===== src/rtl/blecs_pkg.sv =====
// shared types and constants of the connection event scheduler
package blecs_pkg;

   // command codes of the request channel
   typedef enum logic [1:0] {
      CMD_CONNECT = 2'd0,
      CMD_TICK    = 2'd1,
      CMD_RX_TIME = 2'd2,
      CMD_UNUSED  = 2'd3
   } cmd_type;

   // timing constants in timer ticks
   parameter logic [31:0] TICKS_PER_UNIT = 32'd5000;
   parameter logic [31:0] SKIP_LIMIT     = 32'd60000;
   parameter logic [31:0] START_LEAD     = 32'd4000;
   parameter logic [31:0] WAKE_LEAD      = 32'd12000;
   parameter logic [16:0] TIMEOUT_LEAD   = 17'd4000;
   parameter logic [15:0] TIMEOUT_MAX    = 16'hFFFF;

   // data channel count
   parameter logic [6:0]  NUM_CHANNELS   = 7'd37;

endpackage


===== src/rtl/ble_connection_event_scheduler.sv =====
// connection event scheduler: timing and channel hopping of slave events
//
// Usage: the req_ channel carries one transaction per command: a connection
// request, an anchor timer tick or a receive timestamp report (cmd). A
// connection request and every tick after a connection yield one rsp_
// transaction with the radio start time, receive timeout, wake-up compare
// value, data channel and event number. Reports update state only, and ticks
// that come before a connection are ignored; neither yields a response.
// Latency: the response is valid in the cycle after the request is taken.
// Throughput: one request per cycle while req_stall is low; the state update
// of each request is a single registered pass (a few 32-bit adds and one
// mod-37 step), and the anchor product interval * (n + 1) is kept as a running
// sum, so no multiplier sits in the loop.
// Reset (synchronous, active high) clears the connection state and drops
// any pending response.
// When the receiver stalls, the response register holds its value and
// req_stall rises, so no further request is taken until it drains.
module ble_connection_event_scheduler
   import blecs_pkg::*;
(
   input  logic        clock,
   input  logic        reset,

   input  logic        req_valid,
   output logic        req_stall,
   input  logic [1:0]  req_cmd,
   input  logic [4:0]  req_hop_increment,
   input  logic [11:0] req_interval_units,
   input  logic [11:0] req_window_offset_units,
   input  logic [3:0]  req_window_size_units,
   input  logic [31:0] req_request_time,
   input  logic [31:0] req_rx_time,
   input  logic        req_rx_time_valid,

   output logic        rsp_valid,
   input  logic        rsp_stall,
   output logic        rsp_issue_command,
   output logic [5:0]  rsp_channel,
   output logic [31:0] rsp_radio_start,
   output logic [15:0] rsp_rx_timeout,
   output logic        rsp_first_event,
   output logic [31:0] rsp_wake_compare,
   output logic [31:0] rsp_event_count
);

   // connection state
   logic        connected_ff, connected_in;
   logic [4:0]  hop_step_ff, hop_step_in;
   logic [23:0] interval_ticks_ff, interval_ticks_in;
   logic [15:0] window_ticks_ff, window_ticks_in;
   logic [31:0] first_anchor_ff, first_anchor_in;
   logic        anchor_known_ff, anchor_known_in;
   logic [31:0] next_anchor_ff, next_anchor_in;
   logic [31:0] event_number_ff, event_number_in;
   logic [5:0]  channel_ff, channel_in;
   logic [31:0] interval_sum_ff, interval_sum_in;

   // response register
   logic        rsp_valid_ff, rsp_valid_in;
   logic [5:0]  rsp_channel_ff, rsp_channel_in;
   logic [31:0] rsp_start_ff, rsp_start_in;
   logic [15:0] rsp_timeout_ff, rsp_timeout_in;
   logic        rsp_first_ff, rsp_first_in;
   logic [31:0] rsp_wake_ff, rsp_wake_in;
   logic [31:0] rsp_event_ff, rsp_event_in;

   logic        take;
   logic        emit;
   cmd_type     cmd;
   logic [31:0] offset_ticks;
   logic [31:0] interval_full;
   logic [31:0] window_full;
   logic [31:0] base_anchor;
   logic [31:0] anchor_sel;
   logic [6:0]  hop_sum;
   logic [5:0]  hop_channel;
   logic [16:0] timeout_sum;

   // a request is taken unless a stalled response blocks the output
   assign req_stall = rsp_valid_ff & rsp_stall;
   assign take      = req_valid & ~req_stall;
   assign cmd       = cmd_type'(req_cmd);

   // constant scaling of the request fields
   assign offset_ticks  = 32'(req_window_offset_units) * TICKS_PER_UNIT;
   assign interval_full = 32'(req_interval_units) * TICKS_PER_UNIT;
   assign window_full   = 32'(req_window_size_units) * TICKS_PER_UNIT;
   assign base_anchor   = req_request_time + offset_ticks;

   // next state, channel hop and response
   always_comb begin
      connected_in      = connected_ff;
      hop_step_in       = hop_step_ff;
      interval_ticks_in = interval_ticks_ff;
      window_ticks_in   = window_ticks_ff;
      first_anchor_in   = first_anchor_ff;
      anchor_known_in   = anchor_known_ff;
      next_anchor_in    = next_anchor_ff;
      event_number_in   = event_number_ff;
      channel_in        = channel_ff;
      interval_sum_in   = interval_sum_ff;
      emit              = 1'b0;
      rsp_first_in      = 1'b0;
      anchor_sel        = next_anchor_ff;
      hop_sum           = 7'(channel_ff) + 7'(hop_step_ff);

      case (cmd)
         CMD_CONNECT: begin
            hop_step_in       = req_hop_increment;
            interval_ticks_in = interval_full[23:0];
            window_ticks_in   = (window_full > 32'(TIMEOUT_MAX)) ? TIMEOUT_MAX
                                                                 : window_full[15:0];
            event_number_in   = '0;
            // hop below 37, so hop mod 37 is the hop itself
            hop_sum           = 7'(req_hop_increment) + 7'(req_hop_increment);
            if (offset_ticks <= SKIP_LIMIT) begin
               first_anchor_in = base_anchor + 32'(interval_full[23:0]);
            end else begin
               first_anchor_in = base_anchor;
            end
            anchor_known_in   = 1'b0;
            connected_in      = 1'b1;
            interval_sum_in   = 32'(interval_full[23:0]);
            next_anchor_in    = first_anchor_in + 32'(interval_full[23:0]);
            anchor_sel        = first_anchor_in;
            rsp_first_in      = 1'b1;
            emit              = 1'b1;
         end
         CMD_TICK: begin
            if (connected_ff) begin
               event_number_in = event_number_ff + 32'd1;
               interval_sum_in = interval_sum_ff + 32'(interval_ticks_ff);
               next_anchor_in  = first_anchor_ff + interval_sum_in;
               emit            = 1'b1;
            end
         end
         CMD_RX_TIME: begin
            if (!anchor_known_ff && req_rx_time_valid) begin
               anchor_known_in = 1'b1;
               first_anchor_in = req_rx_time;
            end
         end
         default: begin
         end
      endcase

      // one hop step: sum stays below twice the channel count
      hop_channel = (hop_sum >= NUM_CHANNELS) ? 6'(hop_sum - NUM_CHANNELS)
                                              : hop_sum[5:0];
      if (cmd == CMD_CONNECT) begin
         channel_in = (offset_ticks <= SKIP_LIMIT) ? hop_channel
                                                   : 6'(req_hop_increment);
      end else if (cmd == CMD_TICK && connected_ff) begin
         channel_in = hop_channel;
      end

      // response fields from the updated state
      timeout_sum    = 17'(window_ticks_in) + TIMEOUT_LEAD;
      rsp_channel_in = channel_in;
      rsp_start_in   = anchor_sel - START_LEAD;
      rsp_timeout_in = timeout_sum[16] ? TIMEOUT_MAX : timeout_sum[15:0];
      rsp_wake_in    = next_anchor_in - WAKE_LEAD;
      rsp_event_in   = event_number_in;

      // output register handshake
      rsp_valid_in = rsp_valid_ff & rsp_stall;
      if (take && emit) begin
         rsp_valid_in = 1'b1;
      end
   end

   // state and response registers
   always_ff @(posedge clock) begin
      if (reset) begin
         connected_ff      <= 1'b0;
         hop_step_ff       <= '0;
         interval_ticks_ff <= '0;
         window_ticks_ff   <= '0;
         first_anchor_ff   <= '0;
         anchor_known_ff   <= 1'b0;
         next_anchor_ff    <= '0;
         event_number_ff   <= '0;
         channel_ff        <= '0;
         interval_sum_ff   <= '0;
         rsp_valid_ff      <= 1'b0;
      end else begin
         rsp_valid_ff <= rsp_valid_in;
         if (take) begin
            connected_ff      <= connected_in;
            hop_step_ff       <= hop_step_in;
            interval_ticks_ff <= interval_ticks_in;
            window_ticks_ff   <= window_ticks_in;
            first_anchor_ff   <= first_anchor_in;
            anchor_known_ff   <= anchor_known_in;
            next_anchor_ff    <= next_anchor_in;
            event_number_ff   <= event_number_in;
            channel_ff        <= channel_in;
            interval_sum_ff   <= interval_sum_in;
         end
      end
      // payload loads only with a new response
      if (take && emit) begin
         rsp_channel_ff <= rsp_channel_in;
         rsp_start_ff   <= rsp_start_in;
         rsp_timeout_ff <= rsp_timeout_in;
         rsp_first_ff   <= rsp_first_in;
         rsp_wake_ff    <= rsp_wake_in;
         rsp_event_ff   <= rsp_event_in;
      end
   end

   // response ports
   assign rsp_valid         = rsp_valid_ff;
   assign rsp_issue_command = 1'b1;
   assign rsp_channel       = rsp_channel_ff;
   assign rsp_radio_start   = rsp_start_ff;
   assign rsp_rx_timeout    = rsp_timeout_ff;
   assign rsp_first_event   = rsp_first_ff;
   assign rsp_wake_compare  = rsp_wake_ff;
   assign rsp_event_count   = rsp_event_ff;

endmodule

===== config.mk =====
export PLATFORM = sky130hd
export DESIGN_NAME = ble_connection_event_scheduler
export DESIGN_NICKNAME = d
export VERILOG_FILES = /design/src/rtl/blecs_pkg.sv /design/src/rtl/ble_connection_event_scheduler.sv
export SDC_FILE = /design/constraint.sdc
export NUM_CORES = 1
export LEC_CHECK = 0
export ABC_AREA = 1
export ABC_CLOCK_PERIOD_IN_PS = 9600
export BUFFER_PORTS_ARGS = -buffer_cell sky130_fd_sc_hd__buf_2
export CORE_ASPECT_RATIO = 2
export CORE_UTILIZATION = 40
export CTS_CLUSTER_SIZE = 20
export DETAILED_ROUTE_END_ITERATION = 6
export GPL_TIMING_DRIVEN = 0
export PLACE_DENSITY = 0.57
export SLEW_MARGIN = 0
export SYNTH_ARGS = -nofsm -noshare
export SYNTH_HDL_FRONTEND = slang
export SYNTH_SLANG_ARGS = --single-unit
export TNS_END_PERCENT = 100

===== constraint.sdc =====
create_clock -name clock -period 9.6 [get_ports clock]
set_input_delay 0 -clock clock [delete_from_list [all_inputs] [get_ports clock]]
set_output_delay 0 -clock clock [all_outputs]
set_load 0.005 [all_outputs]

# Yosys cells after proc, flatten, opt, wreduce, memory -nomap -nowiden
# Cells that the tools add are included.
# totals
ff_bits,298
inputBits,104
word_cells,76
# classes
n_addsub,12
mul,3
order_cmp,3
eq_ne,4
muxes,24
bitwise,3
n_reduce_logical,10
# ops
cell,n
32-bit one-hot mux with 2 select lines,4
32-bit two-way mux,7
32-bit by 24-bit adder with 32-bit output,3
32-bit by 1-bit adder with 32-bit output (second input constant),1
32-bit by 25-bit adder with 32-bit output,1
32-bit adder,1
16-bit two-way mux,2
32-bit by 12-bit subtractor with 32-bit output (second input constant),1
32-bit by 14-bit subtractor with 32-bit output (second input constant),1
25-bit by 16-bit <= comparator with 1-bit output (second input constant),1
6-bit two-way mux,4
12-bit by 10-bit multiplier with 22-bit output (second input constant),1
12-bit by 10-bit multiplier with 21-bit output (second input constant),1
16-bit by 12-bit adder with 17-bit output (second input constant),1
17-bit by 16-bit greater-than comparator with 1-bit output (second input constant),1
4-bit by 10-bit multiplier with 14-bit output (second input constant),1
6-bit by 5-bit adder with 7-bit output,1
7-bit by 6-bit greater-or-equal comparator with 1-bit output (second input constant),1
7-bit two-way mux,1
5-bit by 5-bit adder with 6-bit output,1
3-bit AND reduction,2
6-bit subtractor (second input constant),1
1-bit two-way mux,4
2-bit inequality test (second input constant),2
10 further kinds,15

# Depth between registers and ports, before layout
# logic_depth
word_depth,8
ltp_mapped,54
depth_no_buf,54

# Worst setup path before layout
# No wires, ideal clock.
# synth_timing
kind,input to register
startpoint,input req_window_offset_units[4]
endpoint,"register rsp_wake_ff[30] (netlist: rsp_wake_compare[30]), data pin"
arrival_ns,7.554
required_time_ns,9.348
setup_slack_ns,1.794
cell_stages,49
n_path_buf,0
cell_sequence,inv_1 fa_1 inv_1 ha_1 inv_1 fa_1 inv_1 ha_1 inv_1 fa_1 inv_1 ha_1 nand2_1 inv_1 a21oi_2 nand2_2 nand2_1 nand2_1 (+13 left out) ha_1 a21oi_1 o21ai_0 a21oi_1 nand2_1 or2_2 nand3_1 nand3_1 nor2_1 nand3_1 nor2_1 nand3_1 nor3_1 nand2_1 nor2_1 nand2_1 nand2_1 nand2_1
# synth_between
elab_chain_len,8
# synth_lines
element,line_no,rtl
start: declaration,ble_connection_event_scheduler.sv:29,"input logic [11:0] req_window_offset_units,"
12-bit by 10-bit multiplier with 22-bit output (*),ble_connection_event_scheduler.sv:85,assign offset_ticks = 32'(req_window_offset_units) * TICKS_PER_UNIT;
32-bit by 25-bit adder with 32-bit output,ble_connection_event_scheduler.sv:88,assign base_anchor = req_request_time + offset_ticks;
32-bit by 24-bit adder with 32-bit output,ble_connection_event_scheduler.sv:117,first_anchor_in = base_anchor + 32'(interval_full[23:0]);
32-bit two-way mux (*),ble_connection_event_scheduler.sv:116,if (offset_ticks <= SKIP_LIMIT) begin
32-bit two-way mux (*),ble_connection_event_scheduler.sv:107,case (cmd)
32-bit by 24-bit adder with 32-bit output (*),ble_connection_event_scheduler.sv:124,next_anchor_in = first_anchor_in + 32'(interval_full[23:0]);
32-bit one-hot mux with 2 select lines (*),ble_connection_event_scheduler.sv:107,
32-bit by 14-bit subtractor with 32-bit output (*),ble_connection_event_scheduler.sv:162,rsp_wake_in = next_anchor_in - WAKE_LEAD;
via rsp_wake_in[30],ble_connection_event_scheduler.sv:64,"logic [31:0] rsp_wake_ff, rsp_wake_in;"
end signal: assignment,ble_connection_event_scheduler.sv:207,rsp_wake_ff <= rsp_wake_in;
end: declaration,ble_connection_event_scheduler.sv:64,
# The timed path passes the listed nets; every way through them passes the cells marked *. The select of a mux whose other input is x is not followed.
# A chain may end at the register's enable or synchronous reset.

# Worst setup path in the final report
# layout_timing
startpoint,input req_window_offset_units[6]
endpoint,"register rsp_wake_ff[28] (netlist: rsp_wake_compare[28]), data pin"
# The elaborated chain is that of the path after synthesis.

==> qor.txt <==
Post-synth EDFFs - 119
Clock Latency Late Sink - 0.62 ns
Syn Nets - 4,239
WP data required - 9.95 ns
Min cycle time layout - 9.10 ns
Sw Pwr - 7.22 mW
Final critical-path share of the clock period - 94.8%
Hpwl dp - 89,400 um
Worst Setup End Kind - register
Filler cells - 6,983
Share of cells above drive strength 1 - 9.05%
Worst Hold Class - in2reg
Clock Tree Root - clkbuf_16
Core area - 64,900 sq um
CTS Buffer Depth - 3
Synth top area cells - edfxtp_1 (14%), dfxtp_1 (13%), nand2_1 (13%), ha_1 (12%), inv_1 (8.5%)
DR WL/cell - 21.3 um
Slew @ Worst Pin - 1.43 ns
Post-synth top flop - dfxtp_1
Die X - 183 um
Max Freq - 110 MHz
Row count - 132
Synthesized instance count - 3,827
I/O Pins - 226
Area grow syn2layout - 14.5%
Slowest stage delay, CP - 0.87 ns
Pre-antenna DRT Iters - 6
DRT antenna net count - 0
Most common cell in the netlist - nand2_1
Critical path class - in2reg
Post-synth cell types - 56
Via/cell ratio - 5.36
Number of buffers created by CTS - 27
Skew final - 0.0209 ns
Worst Setup Start Kind - input pin
Slew Viols, Final - 0
IO Port Bufs - 223
Avg Inst Size Synth - 6.86 sq um
Final Hold Violating Endpoints - 0
Top post-synthesis cells by count - nand2_1 (933), inv_1 (597), a21oi_1 (364), nor2_1 (281), ha_1 (254)
VDD IR-drop max - 0.378 mV
Leakage power - 14.9 nW
Clock sink count - 295
Power Total - 12.5 mW
Post-Route WL - 107,000 um
Htree depth - 1
Critical Path AT - 9.45 ns
Diodes inserted - 0
Internal cell power - 5.27 mW
Seq pwr share - 12.9%
Largest net degree at the start of global routing - 72
Fin util - 46.3%
Overflow after GRT - 0
Most used cell, CP - nand2_1
Nets - 4,546
Max-cap viol count - 0
Sw Share - 57.8%
RSZ-0062 raised after global routing - false
Logic pwr share - 77.2%
Mapped cell area - 26,300 sq um
Clk pin slew, worst setup/hold paths - 0.07 ns
Crit path max fanout - 10
Yosys top cell area share - 13.6%
Total number of vias - 26,900
Ys Warns - 0
PD cells - 415 nW/um^2
GRT Total Usage - 32.1%
First-pass GRT wire length - 157,000 um
Top cell type by total area after synthesis - edfxtp_1
Clk pwr share - 9.9%
Rel. slew slack - 4.03%
Async SR Flop Fraction - 0%
Yosys reg bits - 295
CP max stage cell - nor3_1
Vias in the first global route - 27,500
Final Setup Violations - 0
Die area - 66,800 sq um
Die H - 364 um
TritonCTS clock tree - done
Initial DRC Count - 1,313
Initial antenna violation count - 0
Routability cong. - 1.01
Register area share after synthesis - 27.0%
DRC - 0
Status - complete, no violations
Starting Density - 40.5%
Setup TNS - 0 ns
[sequential cells by signal, indices dropped and copies added, names as in the netlist]
name and flops:
anchor_known_ff 1, channel_ff 6, connected_ff 1, event_number_ff 32, first_anchor_ff 32, hop_step_ff 5
interval_sum_ff 29, interval_ticks_ff 21, next_anchor_ff 32, rsp_channel 6, rsp_event_count 32, rsp_first_event 1
rsp_radio_start 32, rsp_rx_timeout 16, rsp_valid 1, rsp_wake_compare 32, window_ticks_ff 16
[stage by stage]
step / instances / instance area [sq um] / worst slack [ns] / hold WS (ns)
finish: 5025 / 30100 / 0.503 / 0.0863
global route: 5025 / 30100 / 0.0124 / 0.138
CTS: 5024 / 30000 / 0.124 / 0.0942
detailed placement: 4922 / 28500 / -0.467 / 0.300
global placement: 4921 / 28500 / -0.531 / 0.295
floorplan: 3827 / 26300 / 1.79 / 0.103
[cells in the final DEF, fill, tap and decap left out, types with 7 or more instances in the layout]
cell / netlist / routed
nand2_1: 933 / 933
inv_1: 597 / 597
a21oi_1: 364 / 362
nor2_1: 281 / 279
ha_1: 254 / 254
o21ai_0: 238 / 236
buf_2: 11 / 234
nand3_1: 220 / 219
dfxtp_1: 176 / 176
edfxtp_1: 119 / 119
xor2_1: 96 / 96
clkbuf_1: 77 / 76
fa_1: 54 / 54
dlygate4sd3_1: 0 / 53
nand4_1: 46 / 46
xnor2_1: 45 / 45
nor3_1: 36 / 35
o211ai_1: 34 / 34
o21ai_1: 30 / 30
clkbuf_16: 0 / 27
a31oi_1: 17 / 16
or2_2: 14 / 14
o21bai_1: 13 / 13
inv_2: 13 / 13
nand2_2: 13 / 13
nor4_1: 13 / 11
buf_1: 10 / 10
nor2_2: 7 / 9
o221ai_1: 9 / 9
o21ai_2: 7 / 9
o21a_1: 8 / 8
nand3b_1: 8 / 8
and2_1: 8 / 8
clkinv_1: 5 / 8
a21o_1: 8 / 8
a221oi_1: 8 / 8
nand3_2: 6 / 7
[critical path: cells and delay by family]
| family | cells | cell delay (ns) |
|---|---|---|
| and+or+nand+nor | 26 | 4.89 |
| AOI/OAI and AO/OA | 1 | 0.17 |
| buffers and inverters | 10 | 1.16 |
| xor gates and xnor gates | 1 | 0.14 |
| adders and majority gates | 8 | 3.05 |
[power groups by stage]
stage          Clock [mW]  Combinational [mW]  Sequential (mW)
6_report             1.23                9.64             1.62
5_1_grt              1.28                10.6             1.63
4_1_cts              1.24                9.29             1.61
3_5_place_dp            0                9.23             1.64
3_3_place_gp            0                9.20             1.65
2_1_floorplan           0                6.55             1.63
[layer usage]
metal | vias up | routed length, um | GRT usage [%]
met5 | - | 0 | 0
met4 | 0 | 11800 | 31.1
met3 | 449 | 4520 | 4.39
met2 | 916 | 57000 | 62.6
met1 | 12400 | 33600 | 26.9
li1 | 13200 | - | -
[what timing repair did]
item | CTS | global route
setup buffers | 0 | 1
setup endpoints to repair | 0 | 14
hold buffers | 53 | 0
hold endpoints to repair | 72 | 0
resized for setup | 0 | 16
[worst paths after layout]
path                                end                       start  slack, ns  depth (start not counted)
setup / recovery   rsp_wake_compare[28]  req_window_offset_units[6]       0.50                         46
hold / removal    interval_ticks_ff[10]                   req_valid       0.09                          4
setup reg to reg   rsp_wake_compare[29]        interval_ticks_ff[3]       3.51                         31
hold reg to reg     interval_sum_ff[23]         interval_sum_ff[23]       0.47                          2
[cells by family after synthesis]
kind of cell | synth area share, %
adders and majority gates | 16.2
other | 0.0143
buffers and inverters | 10.4
DFF | 27.0
xor gates and xnor gates | 4.70
AOI/OAI and AO/OA | 16.0
and+or+nand+nor | 25.7
[area by class of cell]
type                    instances  area, sq um  area share (%)
repair buffers                278         1680            5.59
clock inverters                22          283           0.940
inverters                     615         2310            7.68
multi-input cells            2815        16500            54.9
plain buffers                 102          427            1.42
clock buffers                  27          676            2.25
flip-flops and latches        295         7100            23.6
well taps                     871         1090            3.62
Power figures use the tool's default switching activity.
